File: src/feg_pkg.sv
// Shared types and constants for the fade envelope generator.
`timescale 1ns / 1ps
`default_nettype none

package feg_pkg;

  localparam int unsigned TICK_W   = 16;
  localparam int unsigned ALPHA_W  = 8;
  localparam int unsigned ACC_W    = 18;
  localparam int unsigned PROD_W   = TICK_W + ALPHA_W;
  localparam int unsigned DIV_STEPS = ALPHA_W;
  localparam int unsigned DCNT_W   = $clog2(DIV_STEPS);

  localparam logic [TICK_W-1:0]  FADE_IN_RST  = TICK_W'(1);
  localparam logic [TICK_W-1:0]  HOLD_RST     = '0;
  localparam logic [TICK_W-1:0]  FADE_OUT_RST = '0;
  localparam logic [ALPHA_W-1:0] MAX_OPA_RST  = '1;

  // configuration register indexes
  localparam logic [1:0] REG_FADE_IN  = 2'd0;
  localparam logic [1:0] REG_HOLD     = 2'd1;
  localparam logic [1:0] REG_FADE_OUT = 2'd2;
  localparam logic [1:0] REG_MAX_OPA  = 2'd3;

  typedef struct packed {
    logic [TICK_W-1:0]  fade_in_ticks;
    logic [TICK_W-1:0]  hold_ticks;
    logic [TICK_W-1:0]  fade_out_ticks;
    logic [ALPHA_W-1:0] max_opacity;
  } cfg_t;

  typedef struct packed {
    logic load;      // latch the input beat
    logic calc;      // accumulate, leftover
    logic phase;     // pick envelope phase
    logic mul;       // form dividend, seed divider
    logic div_step;  // one restoring divide step
    logic finish;    // load output register
  } cmd_t;

  typedef struct packed {
    logic need_div;
    logic out_free;
  } sts_t;

  typedef enum logic [5:0] {
    ST_IDLE  = 6'b000001,
    ST_CALC  = 6'b000010,
    ST_PHASE = 6'b000100,
    ST_MUL   = 6'b001000,
    ST_DIV   = 6'b010000,
    ST_FIN   = 6'b100000
  } state_t;

endpackage

`default_nettype wire

File: src/feg_regs.sv
// APB configuration registers of the fade envelope generator.
`timescale 1ns / 1ps
`default_nettype none

module feg_regs import feg_pkg::*; (
  input  wire logic        clk,
  input  wire logic        rst_n,
  input  wire logic        cfg_psel,
  input  wire logic        cfg_penable,
  input  wire logic        cfg_pwrite,
  input  wire logic [3:0]  cfg_paddr,
  input  wire logic [31:0] cfg_pwdata,
  output logic [31:0]      cfg_prdata,
  output logic             cfg_pready,
  output cfg_t             cfg
);

  cfg_t cfg_r;
  logic wr_en;
  logic [1:0] idx;

  assign cfg_pready = 1'b1;
  assign wr_en = cfg_psel & cfg_penable & cfg_pwrite;
  assign idx = cfg_paddr[3:2];
  assign cfg = cfg_r;

  always_ff @(posedge clk) begin
    if (!rst_n) begin
      cfg_r.fade_in_ticks  <= FADE_IN_RST;
      cfg_r.hold_ticks     <= HOLD_RST;
      cfg_r.fade_out_ticks <= FADE_OUT_RST;
      cfg_r.max_opacity    <= MAX_OPA_RST;
    end else if (wr_en) begin
      unique case (idx)
        REG_FADE_IN:  cfg_r.fade_in_ticks  <= cfg_pwdata[TICK_W-1:0];
        REG_HOLD:     cfg_r.hold_ticks     <= cfg_pwdata[TICK_W-1:0];
        REG_FADE_OUT: cfg_r.fade_out_ticks <= cfg_pwdata[TICK_W-1:0];
        REG_MAX_OPA:  cfg_r.max_opacity    <= cfg_pwdata[ALPHA_W-1:0];
        default: ;
      endcase
    end
  end

  always_comb begin
    unique case (idx)
      REG_FADE_IN:  cfg_prdata = 32'(cfg_r.fade_in_ticks);
      REG_HOLD:     cfg_prdata = 32'(cfg_r.hold_ticks);
      REG_FADE_OUT: cfg_prdata = 32'(cfg_r.fade_out_ticks);
      REG_MAX_OPA:  cfg_prdata = 32'(cfg_r.max_opacity);
      default:      cfg_prdata = '0;
    endcase
  end

endmodule

`default_nettype wire

File: src/feg_ctrl.sv
// Sequencing state machine of the fade envelope generator.
`timescale 1ns / 1ps
`default_nettype none

module feg_ctrl import feg_pkg::*; (
  input  wire logic clk,
  input  wire logic rst_n,
  input  wire logic in_tvalid,
  output logic      in_tready,
  input  wire sts_t sts,
  output cmd_t      cmd
);

  state_t state_r, state_nxt;
  logic [DCNT_W-1:0] cnt_r, cnt_nxt;

  always_comb begin
    state_nxt = state_r;
    cnt_nxt   = cnt_r;
    cmd       = '0;
    in_tready = 1'b0;
    unique case (state_r)
      ST_IDLE: begin
        in_tready = 1'b1;
        if (in_tvalid) begin
          cmd.load  = 1'b1;
          state_nxt = ST_CALC;
        end
      end
      ST_CALC: begin
        cmd.calc  = 1'b1;
        state_nxt = ST_PHASE;
      end
      ST_PHASE: begin
        cmd.phase = 1'b1;
        state_nxt = sts.need_div ? ST_MUL : ST_FIN;
      end
      ST_MUL: begin
        cmd.mul   = 1'b1;
        cnt_nxt   = '0;
        state_nxt = ST_DIV;
      end
      ST_DIV: begin
        cmd.div_step = 1'b1;
        cnt_nxt      = cnt_r + DCNT_W'(1);
        if (cnt_r == DCNT_W'(DIV_STEPS - 1)) state_nxt = ST_FIN;
      end
      ST_FIN: begin
        // wait for the output register to be free
        if (sts.out_free) begin
          cmd.finish = 1'b1;
          state_nxt  = ST_IDLE;
        end
      end
      default: state_nxt = ST_IDLE;
    endcase
  end

  always_ff @(posedge clk) begin
    if (!rst_n) begin
      state_r <= ST_IDLE;
      cnt_r   <= '0;
    end else begin
      state_r <= state_nxt;
      cnt_r   <= cnt_nxt;
    end
  end

  a_div_len: assert property (@(posedge clk) disable iff (!rst_n)
    state_r == ST_MUL |-> ##DIV_STEPS state_r == ST_DIV ##1 state_r == ST_FIN)
    else $error("divider did not run its full step count");

  a_no_accept_busy: assert property (@(posedge clk) disable iff (!rst_n)
    cmd.load |=> !in_tready ##1 !in_tready)
    else $error("new beat accepted while an item is in flight");

  a_phase_after_calc: assert property (@(posedge clk) disable iff (!rst_n)
    cmd.calc |=> cmd.phase)
    else $error("phase select skipped");

endmodule

`default_nettype wire

File: src/feg_datapath.sv
// Accumulator, phase select, multiplier and serial divider of the envelope.
`timescale 1ns / 1ps
`default_nettype none

module feg_datapath import feg_pkg::*; (
  input  wire logic               clk,
  input  wire logic               rst_n,
  input  wire cfg_t               cfg,
  input  wire logic [TICK_W-1:0]  in_step,
  input  wire logic               in_paused,
  input  wire cmd_t               cmd,
  output sts_t                    sts,
  input  wire logic               out_tready,
  output logic                    out_tvalid,
  output logic [TICK_W-1:0]       out_leftover,
  output logic [ALPHA_W-1:0]      out_alpha,
  output logic                    out_finished
);

  logic [TICK_W-1:0]  step_r;
  logic               paused_r;
  logic [ACC_W-1:0]   elapsed_r;
  logic [ALPHA_W-1:0] alpha_r;
  logic [TICK_W-1:0]  leftover_r;
  logic               upd_r;
  logic [ACC_W-1:0]   total_r;
  logic [TICK_W:0]    hold_end_r;
  logic [TICK_W-1:0]  a_r;
  logic [TICK_W-1:0]  div_r;
  logic [TICK_W-1:0]  rem_r;
  logic [ALPHA_W-1:0] q_r;
  logic               div_pend_r;
  logic               out_valid_r;
  logic [TICK_W-1:0]  out_leftover_r;
  logic [ALPHA_W-1:0] out_alpha_r;
  logic               out_finished_r;

  // accumulate step
  logic [ACC_W:0]     sum;
  logic [ACC_W:0]     over;
  logic               reach;
  logic               was_short;
  logic [TICK_W-1:0]  leftover_nxt;
  logic [ACC_W-1:0]   elapsed_sat;

  assign sum       = {1'b0, elapsed_r} + (ACC_W+1)'(step_r);
  assign over      = sum - {1'b0, total_r};
  assign reach     = sum >= {1'b0, total_r};
  assign was_short = elapsed_r < total_r;
  assign elapsed_sat = sum[ACC_W] ? '1 : sum[ACC_W-1:0];

  always_comb begin
    if (!reach)         leftover_nxt = '0;
    else if (was_short) leftover_nxt = over[TICK_W-1:0];
    else                leftover_nxt = step_r;
  end

  // phase select
  logic              in_rise;
  logic              in_hold;
  logic [ACC_W-1:0]  t_fall;
  logic              in_fall;
  logic              fade_in_zero;

  assign in_rise      = elapsed_r <= ACC_W'(cfg.fade_in_ticks);
  assign in_hold      = elapsed_r <= ACC_W'(hold_end_r);
  assign t_fall       = elapsed_r - ACC_W'(hold_end_r);
  assign in_fall      = t_fall < ACC_W'(cfg.fade_out_ticks);
  assign fade_in_zero = cfg.fade_in_ticks == '0;

  assign sts.need_div = upd_r &&
                        ((in_rise && !fade_in_zero) || (!in_rise && !in_hold && in_fall));
  assign sts.out_free = !out_valid_r || out_tready;

  // multiplier and restoring divider step
  logic [PROD_W-1:0] prod;
  logic [TICK_W:0]   trial;
  logic [TICK_W:0]   trial_diff;
  logic              trial_ge;

  assign prod       = PROD_W'(a_r) * PROD_W'(cfg.max_opacity);
  assign trial      = {rem_r, q_r[ALPHA_W-1]};
  assign trial_diff = trial - {1'b0, div_r};
  assign trial_ge   = trial >= {1'b0, div_r};

  // durations must only change while idle; the block itself does not enforce it
  always_ff @(posedge clk) begin
    total_r    <= ACC_W'(cfg.fade_in_ticks) + ACC_W'(cfg.hold_ticks)
                + ACC_W'(cfg.fade_out_ticks);
    hold_end_r <= (TICK_W+1)'(cfg.fade_in_ticks) + (TICK_W+1)'(cfg.hold_ticks);
  end

  always_ff @(posedge clk) begin
    if (cmd.load) begin
      step_r   <= in_step;
      paused_r <= in_paused;
    end
    if (cmd.calc) begin
      leftover_r <= paused_r ? '0 : leftover_nxt;
      upd_r      <= !paused_r && (leftover_nxt != step_r);
    end
    if (cmd.phase) begin
      if (in_rise) begin
        a_r   <= elapsed_r[TICK_W-1:0];
        div_r <= cfg.fade_in_ticks;
      end else begin
        a_r   <= cfg.fade_out_ticks - t_fall[TICK_W-1:0];
        div_r <= cfg.fade_out_ticks;
      end
    end
    if (cmd.mul) begin
      rem_r <= prod[PROD_W-1:ALPHA_W];
      q_r   <= prod[ALPHA_W-1:0];
    end else if (cmd.div_step) begin
      rem_r <= trial_ge ? trial_diff[TICK_W-1:0] : trial[TICK_W-1:0];
      q_r   <= {q_r[ALPHA_W-2:0], trial_ge};
    end
    if (cmd.finish) begin
      out_leftover_r <= leftover_r;
      out_alpha_r    <= div_pend_r ? q_r : alpha_r;
      out_finished_r <= elapsed_r >= total_r;
    end
  end

  always_ff @(posedge clk) begin
    if (!rst_n) begin
      elapsed_r   <= '0;
      alpha_r     <= MAX_OPA_RST;
      div_pend_r  <= 1'b0;
      out_valid_r <= 1'b0;
    end else begin
      if (cmd.calc && !paused_r) elapsed_r <= elapsed_sat;
      if (cmd.load) div_pend_r <= 1'b0;
      if (cmd.phase) begin
        div_pend_r <= sts.need_div;
        if (upd_r) begin
          if (in_rise && fade_in_zero)        alpha_r <= cfg.max_opacity;
          else if (!in_rise && in_hold)       alpha_r <= cfg.max_opacity;
          else if (!in_rise && !in_fall)      alpha_r <= '0;
        end
      end
      if (cmd.finish && div_pend_r) alpha_r <= q_r;
      if (cmd.finish)       out_valid_r <= 1'b1;
      else if (out_tready)  out_valid_r <= 1'b0;
    end
  end

  assign out_tvalid   = out_valid_r;
  assign out_leftover = out_leftover_r;
  assign out_alpha    = out_alpha_r;
  assign out_finished = out_finished_r;

  a_paused_no_left: assert property (@(posedge clk) disable iff (!rst_n)
    cmd.calc && paused_r |=> leftover_r == '0 && !upd_r)
    else $error("paused item produced leftover or alpha update");

  a_elapsed_mono: assert property (@(posedge clk) disable iff (!rst_n)
    cmd.calc |=> elapsed_r >= $past(elapsed_r))
    else $error("elapsed time went backwards");

  a_quot_bound: assert property (@(posedge clk) disable iff (!rst_n)
    cmd.finish && div_pend_r |-> q_r <= cfg.max_opacity)
    else $error("ramp quotient above peak opacity");

  a_left_bound: assert property (@(posedge clk) disable iff (!rst_n)
    cmd.calc |=> leftover_r <= step_r)
    else $error("leftover exceeds step");

endmodule

`default_nettype wire

File: src/fade_envelope_generator.sv
// Top level of the fade envelope generator: registers, controller, datapath.
`timescale 1ns / 1ps
`default_nettype none

// Trapezoidal opacity envelope (fade in, hold, fade out). Each input beat
// carries a tick step in tdata and a pause flag in tuser, and yields exactly
// one output beat with the leftover ticks past the envelope end, the current
// alpha and a finished flag. Items are handled one at a time: a beat that
// lands on a ramp has its result formed by the 8-step restoring divider
// behind the single 16x8 multiplier, and the next beat can be taken in the
// cycle after its result is loaded into the output register; a paused
// beat, a zero step, a beat in the hold, after the end, wholly past the end
// or at zero elapsed time with no fade-in skips the multiply and divide
// steps. A result waiting on the output holds the controller in its last
// state until the output register frees up.
// The output sits in its own register, so the next beat is accepted while a
// result still waits. Register writes (fade_in 0x0, hold 0x4, fade_out 0x8,
// max_opacity 0xC) take effect at the next beat and do not recompute alpha.

module fade_envelope_generator import feg_pkg::*; (
  input  wire logic        clk,
  input  wire logic        rst_n,
  input  wire logic        in_tvalid,
  output logic             in_tready,
  input  wire logic [15:0] in_tdata,   // [15:0] step_ticks
  input  wire logic        in_tuser,   // [0] paused
  output logic             out_tvalid,
  input  wire logic        out_tready,
  output logic [31:0]      out_tdata,  // [15:0] leftover_ticks, [23:16] alpha, [24] finished
  input  wire logic        cfg_psel,
  input  wire logic        cfg_penable,
  input  wire logic        cfg_pwrite,
  input  wire logic [3:0]  cfg_paddr,
  input  wire logic [31:0] cfg_pwdata,
  output logic [31:0]      cfg_prdata,
  output logic             cfg_pready
);

  cfg_t cfg;
  cmd_t cmd;
  sts_t sts;
  logic [TICK_W-1:0]  leftover;
  logic [ALPHA_W-1:0] alpha;
  logic               finished;

  feg_regs u_regs (
    .clk         (clk),
    .rst_n       (rst_n),
    .cfg_psel    (cfg_psel),
    .cfg_penable (cfg_penable),
    .cfg_pwrite  (cfg_pwrite),
    .cfg_paddr   (cfg_paddr),
    .cfg_pwdata  (cfg_pwdata),
    .cfg_prdata  (cfg_prdata),
    .cfg_pready  (cfg_pready),
    .cfg         (cfg)
  );

  feg_ctrl u_ctrl (
    .clk       (clk),
    .rst_n     (rst_n),
    .in_tvalid (in_tvalid),
    .in_tready (in_tready),
    .sts       (sts),
    .cmd       (cmd)
  );

  feg_datapath u_dp (
    .clk          (clk),
    .rst_n        (rst_n),
    .cfg          (cfg),
    .in_step      (in_tdata[TICK_W-1:0]),
    .in_paused    (in_tuser),
    .cmd          (cmd),
    .sts          (sts),
    .out_tready   (out_tready),
    .out_tvalid   (out_tvalid),
    .out_leftover (leftover),
    .out_alpha    (alpha),
    .out_finished (finished)
  );

  assign out_tdata = {7'b0, finished, alpha, leftover};

endmodule

`default_nettype wire

File: config.mk
export PLATFORM = sky130hd
export DESIGN_NAME = fade_envelope_generator
export DESIGN_NICKNAME = d
export VERILOG_FILES = /design/src/feg_pkg.sv /design/src/feg_regs.sv /design/src/feg_ctrl.sv /design/src/feg_datapath.sv /design/src/fade_envelope_generator.sv
export SDC_FILE = /design/constraint.sdc
export NUM_CORES = 1
export LEC_CHECK = 0
export BUFFER_PORTS_ARGS = -buffer_cell sky130_fd_sc_hd__buf_2
export CAP_MARGIN = 0
export CORE_MARGIN = 4
export CORE_UTILIZATION = 50
export CTS_CLUSTER_SIZE = 24
export DETAILED_ROUTE_END_ITERATION = 10
export PLACE_DENSITY_LB_ADDON = 0.25
export SLEW_MARGIN = 20
export SYNTH_ARGS = -nofsm -noshare
export SYNTH_HDL_FRONTEND = slang
export SYNTH_SLANG_ARGS = --single-unit
File: constraint.sdc
create_clock -name clk -period 8.3 [get_ports clk]
set_input_delay 1.66 -clock clk [delete_from_list [all_inputs] [get_ports clk]]
set_output_delay 1.66 -clock clk [all_outputs]
set_load 0.01 [all_outputs]
==> results of run 1 <==
[synth_stat cells (11+ instances only)]
master    instances
inv_1           266
nor2_1          123
nand4_1          18
nor4_1           15
buf_4            25
mux2i_1          26
o21a_1           15
or3_1            12
a31oi_1          14
o221a_2          15
nand3_1          34
and3_1           11
nand2b_1         17
o21ai_0          76
mux2_2           23
xor2_1           41
nor3_1           36
fa_1             91
a21o_1           40
and2_1           89
dfxtp_1         128
a221o_1          11
nor2b_1          18
edfxtp_1        115
clkbuf_1         70
ha_1            210
a211oi_1         24
o21bai_1         19
a21oi_1         170
xnor2_1          68
nand2_1         280
[area by class of cell]
class	instances	area (um^2)	area share
Multi-Input combinational cell	1659	12700	0.582
Clock inverter	16	166	0.00764
Inverter	267	1000	0.0460
Timing Repair Buffer	93	488	0.0224
Sequential cell	243	6020	0.276
Clock buffer	36	782	0.0359
Tap cell	525	657	0.0302
[where the power goes]
group / switching (mW) / internal (mW) / total [mW]
sequential: 0.0481 / 1.31 / 1.35
combinational: 0.864 / 0.597 / 1.46
clock: 0.520 / 0.758 / 1.28
total: 1.43 / 2.66 / 4.09
[flip-flops by register name, summed over array words and instances (netlist names), 3 cells and up]
name,count
u_regs.cfg,56
u_dp.elapsed_r,18
u_dp.total_r,18
u_dp.hold_end_r,17
u_dp.a_r,16
u_dp.div_r,16
u_dp.leftover_r,16
u_dp.out_leftover,16
u_dp.rem_r,16
u_dp.step_r,16
u_dp.alpha_r,8
u_dp.out_alpha,8
u_dp.q_r,8
u_ctrl.state_r,6
u_ctrl.cnt_r,3
[layer usage]
| layer | routed length [um] | vias to the layer above | global-route usage |
|---|---|---|---|
| li1 | - | 7810 | - |
| met1 | 23500 | 7819 | 0.333 |
| met2 | 25000 | 441 | 0.399 |
| met3 | 2510 | 101 | 0.0237 |
| met4 | 1370 | 0 | 0.0650 |
| met5 | 0 | - | 0 |
[final timing paths]
check / startpoint / to / cells after the start
worst max-delay path: u_dp.elapsed_r[0] / u_dp.alpha_r[0] / 22
worst min-delay path: u_dp.leftover_r[0] / u_dp.out_leftover[0] / 0
worst max register to register: u_dp.elapsed_r[0] / u_dp.alpha_r[0] / 22
worst min register to register: u_dp.leftover_r[0] / u_dp.out_leftover[0] / 0
[critical path: stages, from the launching register on]
cell and delay (ns):
dfxtp_1 0.34, inv_1 0.14, ha_1 0.20, inv_1 0.06, fa_1 0.39, a21o_1 0.17, a21oi_1 0.23, o21ai_0 0.22
o31ai_1 0.53, o211ai_1 0.31, o21ai_0 0.22, nand2b_1 0.11, a31oi_1 0.21, xnor2_1 0.12, ha_1 0.38, nand4_1 0.14
or2_2 0.37, a2111oi_0 0.64, nor3_1 0.15, nand4_1 0.24, o21ai_1 0.17, o21ba_2 0.33, a221o_1 0.31
[cell families (layout without fill, tap and decap cells)]
logic type               count (synthesis)  after routing  share of synthesized area
AO/OA/AOI/OAI                          483            483                      0.160
adder cells (fa/ha/maj)                301            301                      0.222
AND/OR/NAND/NOR                        684            684                      0.161
multiplexers                            58             58                     0.0356
buffers and inverters                  369            412                     0.0739
flip-flops                             243            243                      0.300
XOR/XNOR                               109            109                     0.0476
other                                    2             24                   0.000374
==> impl_metrics.json, run 1 <==
{
  "fin_area_mm2": 0.0218,
  "first_iter_violations": 1267,
  "synth_edf_count": 115,
  "vias": 16171,
  "pre_cts_ws_ns": 2.26,
  "hold_class": "register to register",
  "cellLeakagePower_nw": 9.76,
  "routed_wl_um": 52400,
  "clk_latency_ns": 0.56,
  "area_growth_pct": 8.55,
  "grt_antenna_before_repair": 0,
  "drc": 0,
  "via_per_inst": 5.70,
  "maxSlewHeadroom": 0.289,
  "layout-drive-gt1-share": 0.0929,
  "avgSynthCellArea_um2": 8.92,
  "synth_top_cell_area_share": 0.172,
  "port_buffers": 84,
  "r2r_slack_ns": 2.19,
  "rsz0062_at_grt": "false",
  "drv_cap": 0,
  "worst_setup_path_start_kind": "register",
  "fin_skew_ns": 0.0233,
  "fp.dieH_um": 208,
  "hpwl_um": 40900,
  "critPathArrivalTime_ns": 6.53,
  "ios": 127,
  "hold_slack_ns": 0.424,
  "ctsResizeCount": 0,
  "root_buffer": "clkbuf_16",
  "final_cell_mix": "280 x nand2_1, 266 x inv_1, 210 x ha_1",
  "dpl.cell_count": 2787,
  "outcome": "completed",
  "min_period_ns": 6.11,
  "cts_buffer_depth": 3,
  "grt_pass1_wl_um": 85500,
  "clk_pin_slew_ns": 0.06,
  "ys_ff_latch": 243,
  "die_w_um": 208,
  "cp_max_fo": 8,
  "yosys_warnings": 0,
  "netlist_area_mm2": 0.0201,
  "post_cts_buffers": 0,
  "ys_types": 83,
  "timing.final.ws_setup_ns": 2.19,
  "start_util": 0.505,
  "path_class": "register to register",
  "nets": 2653,
  "globalRouteTotalUtil": 0.239,
  "post_drt_wl_per_cell_um": 18.5,
  "rows": 73,
  "ant_nets": 0,
  "final_common_cell": "nand2_1",
  "setup_viol": 0,
  "hold_buffers": 0,
  "dpl-instance-area_mm2": 0.0208,
  "tightestPinTransition_ns": 1.07,
  "fp.coreArea_mm2": 0.0397,
  "timing.fmax_ghz": 0.164,
  "grt_pass1_vias": 16077,
  "setup.worst_path.end_class": "register",
  "cts_tree": "yes",
  "ys_seq_area_frac": 0.300,
  "gp_congestion": 0.916,
  "fin_util": 0.548,
  "finalCritPeriodShare": 0.736,
  "syn_inst": 2249,
  "htree_levels": 1,
  "p_per_area_mw_per_mm2": 188,
  "yosys.area.top_type": "edfxtp_1",
  "cp.required_ns": 8.73,
  "irDropWorstVdd_v": 0.000150,
  "tns_ns": 0,
  "power_mw": 4.09,
  "cts_buffers": 28,
  "async_flop_share": 0,
  "grt-ovfl-total": 0,
  "grt_max_degree": 55,
  "num_antenna_cells": 0,
  "fillers": 3571,
  "drt-pass1-iter-count": 6,
  "final-hold-violation-count": 0,
  "final-max-slew-violation-count": 0,
  "stdcell_count": 2839,
  "dieArea_mm2": 0.0434,
  "synth.area.top_cells": "edfxtp_1 17%, ha_1 13%, dfxtp_1 13%",
  "clock-sinks": 243,
  "synth_flop_cell": "dfxtp_1"
}
(Power assumes the default switching activity.)
==> run 2: changes to the inputs <==
==> constraint.sdc (replaced) <==
create_clock -name clk -period 5.2 [get_ports clk]
set_input_delay 1.04 -clock clk [delete_from_list [all_inputs] [get_ports clk]]
set_output_delay 1.04 -clock clk [all_outputs]
set_load 0.01 [all_outputs]
==> run 2 against run 1 <==
Net effect: combinational power increased by 89%; register-to-register slack lost 2.1 ns; sequential cell count stayed put; total power increased by 76%; via count grew 3.8%; critical path depth shrank 3; critical path type unchanged; critical endpoint is now u_dp.rem_r[14].
==> impl_metrics.json, run 2 (same netlist as run 1, synthesis figures left out) <==
{
  "outcome": "completed",
  "hold_class": "register to register",
  "ant_nets": 0,
  "port_buffers": 84,
  "cp.required_ns": 5.52,
  "drt-pass1-iter-count": 5,
  "root_buffer": "clkbuf_16",
  "drc": 0,
  "pre_cts_ws_ns": -0.185,
  "finalCritPeriodShare": 0.972,
  "largest_register_ffs": 56,
  "grt_pass1_wl_um": 89200,
  "routed_wl_um": 55900,
  "grt-ovfl-total": 0,
  "fp.dieH_um": 208,
  "hold_buffers": 0,
  "final_common_cell": "nand2_1",
  "fillers": 3506,
  "grt_antenna_before_repair": 0,
  "layout-drive-gt1-share": 0.158,
  "area_growth_pct": 15.2,
  "drv_cap": 0,
  "min_period_ns": 5.06,
  "rsz0062_at_grt": "true",
  "grt_pass1_vias": 16753,
  "p_per_area_mw_per_mm2": 312,
  "timing.final.ws_setup_ns": 0.144,
  "clk_latency_ns": 0.59,
  "maxSlewHeadroom": 0.289,
  "cts_buffer_depth": 3,
  "start_util": 0.505,
  "gp_congestion": 0.918,
  "vias": 16791,
  "hpwl_um": 43400,
  "final-max-slew-violation-count": 0,
  "tightestPinTransition_ns": 1.07,
  "clk_pin_slew_ns": 0.06,
  "via_per_inst": 5.67,
  "fin_util": 0.581,
  "final-hold-violation-count": 0,
  "rows": 73,
  "cts_tree": "yes",
  "fin_skew_ns": 0.0232,
  "post_drt_wl_per_cell_um": 18.9,
  "cts_buffers": 30,
  "grt_max_degree": 55,
  "cp_max_fo": 7,
  "regArea_mm2": 0.00603,
  "clock-sinks": 243,
  "die_w_um": 208,
  "worst_setup_path_start_kind": "register",
  "globalRouteTotalUtil": 0.251,
  "fp.coreArea_mm2": 0.0397,
  "path_class": "register to register",
  "critPathArrivalTime_ns": 5.37,
  "setup.worst_path.end_class": "register",
  "timing.fmax_ghz": 0.198,
  "htree_levels": 1,
  "cellLeakagePower_nw": 10.4,
  "multiInputGateArea_mm2": 0.0129,
  "first_iter_violations": 1171,
  "setup_viol": 0,
  "dieArea_mm2": 0.0434,
  "irDropWorstVdd_v": 0.000244,
  "nets": 2773,
  "ios": 127,
  "final_cell_mix": "280 x nand2_1, 263 x inv_1, 205 x ha_1"
}
-- run 2: final cells by class --
| cell class | count | share of cell area |
|---|---|---|
| Timing Repair Buffer | 211 | 0.0613 |
| Inverter | 267 | 0.0434 |
| Multi-Input combinational cell | 1659 | 0.558 |
| Clock buffer | 38 | 0.0369 |
| Sequential cell | 243 | 0.261 |
| Tap cell | 525 | 0.0284 |
| Clock inverter | 18 | 0.0112 |
| Antenna cell | 1 | 0.000108 |
-- run 2: repair_timing --
| item | in CTS | in global routing |
|---|---|---|
| resized for setup | 18 | 60 |
| setup endpoints to repair | 14 | 26 |
| hold endpoints to repair | 0 | 0 |
| buffers inserted | 8 | 12 |
| pin swaps | 19 | 34 |
-- run 2: worst max-delay path: stages (launching register included) --
cell and delay (ns):
edfxtp_1 0.50, and2_4 0.19, fa_1 0.54, fa_1 0.44
fa_1 0.49, inv_1 0.06, fa_1 0.54, inv_1 0.05
ha_1 0.29, o21a_1 0.22, o21ai_2 0.16, o22ai_2 0.12
a211o_1 0.33, a41oi_2 0.18, buf_4 0.15, o21ai_2 0.06
a31oi_2 0.22, xnor2_1 0.10, nand2_1 0.07, o21ai_1 0.06
-- run 2: worst paths after layout --
path	start	endpoint	slack (ns)	cells past startpoint
max reg2reg	u_dp.a_r[2]	u_dp.rem_r[14]	0.14	19
max	u_dp.a_r[2]	u_dp.rem_r[14]	0.14	19
min reg2reg	u_dp.leftover_r[8]	u_dp.out_leftover[8]	0.42	0
min	u_dp.leftover_r[8]	u_dp.out_leftover[8]	0.42	0
-- run 2: report_power, final --
part / internal [mW] / switching (mW)
Combinational: 1.21 / 1.55
Sequential: 2.08 / 0.0622
Clock: 1.41 / 0.895
-- run 2: per-layer routing --
layer | vias up | GRT usage | wire [um]
li1 | 8066 | - | -
met1 | 8014 | 0.334 | 23700
met2 | 577 | 0.416 | 26300
met3 | 134 | 0.0377 | 3680
met4 | 0 | 0.0983 | 2290
met5 | - | 0 | 0
-- run 2: through the flow --
stage	cells	setup TNS [ns]	power, mW	hold slack, ns	instance area [um^2]
4_1_cts	2949	-0.000921	7.07	0.420	22800
3_5_place_dp	2885	-0.785	4.71	0.405	21600
6_report	2962	0	7.21	0.422	23100
2_1_floorplan	2271	0	3.98	0.400	20100
5_1_grt	2961	-0.180	7.62	0.432	23100
3_3_place_gp	2885	-0.510	4.66	0.406	21600
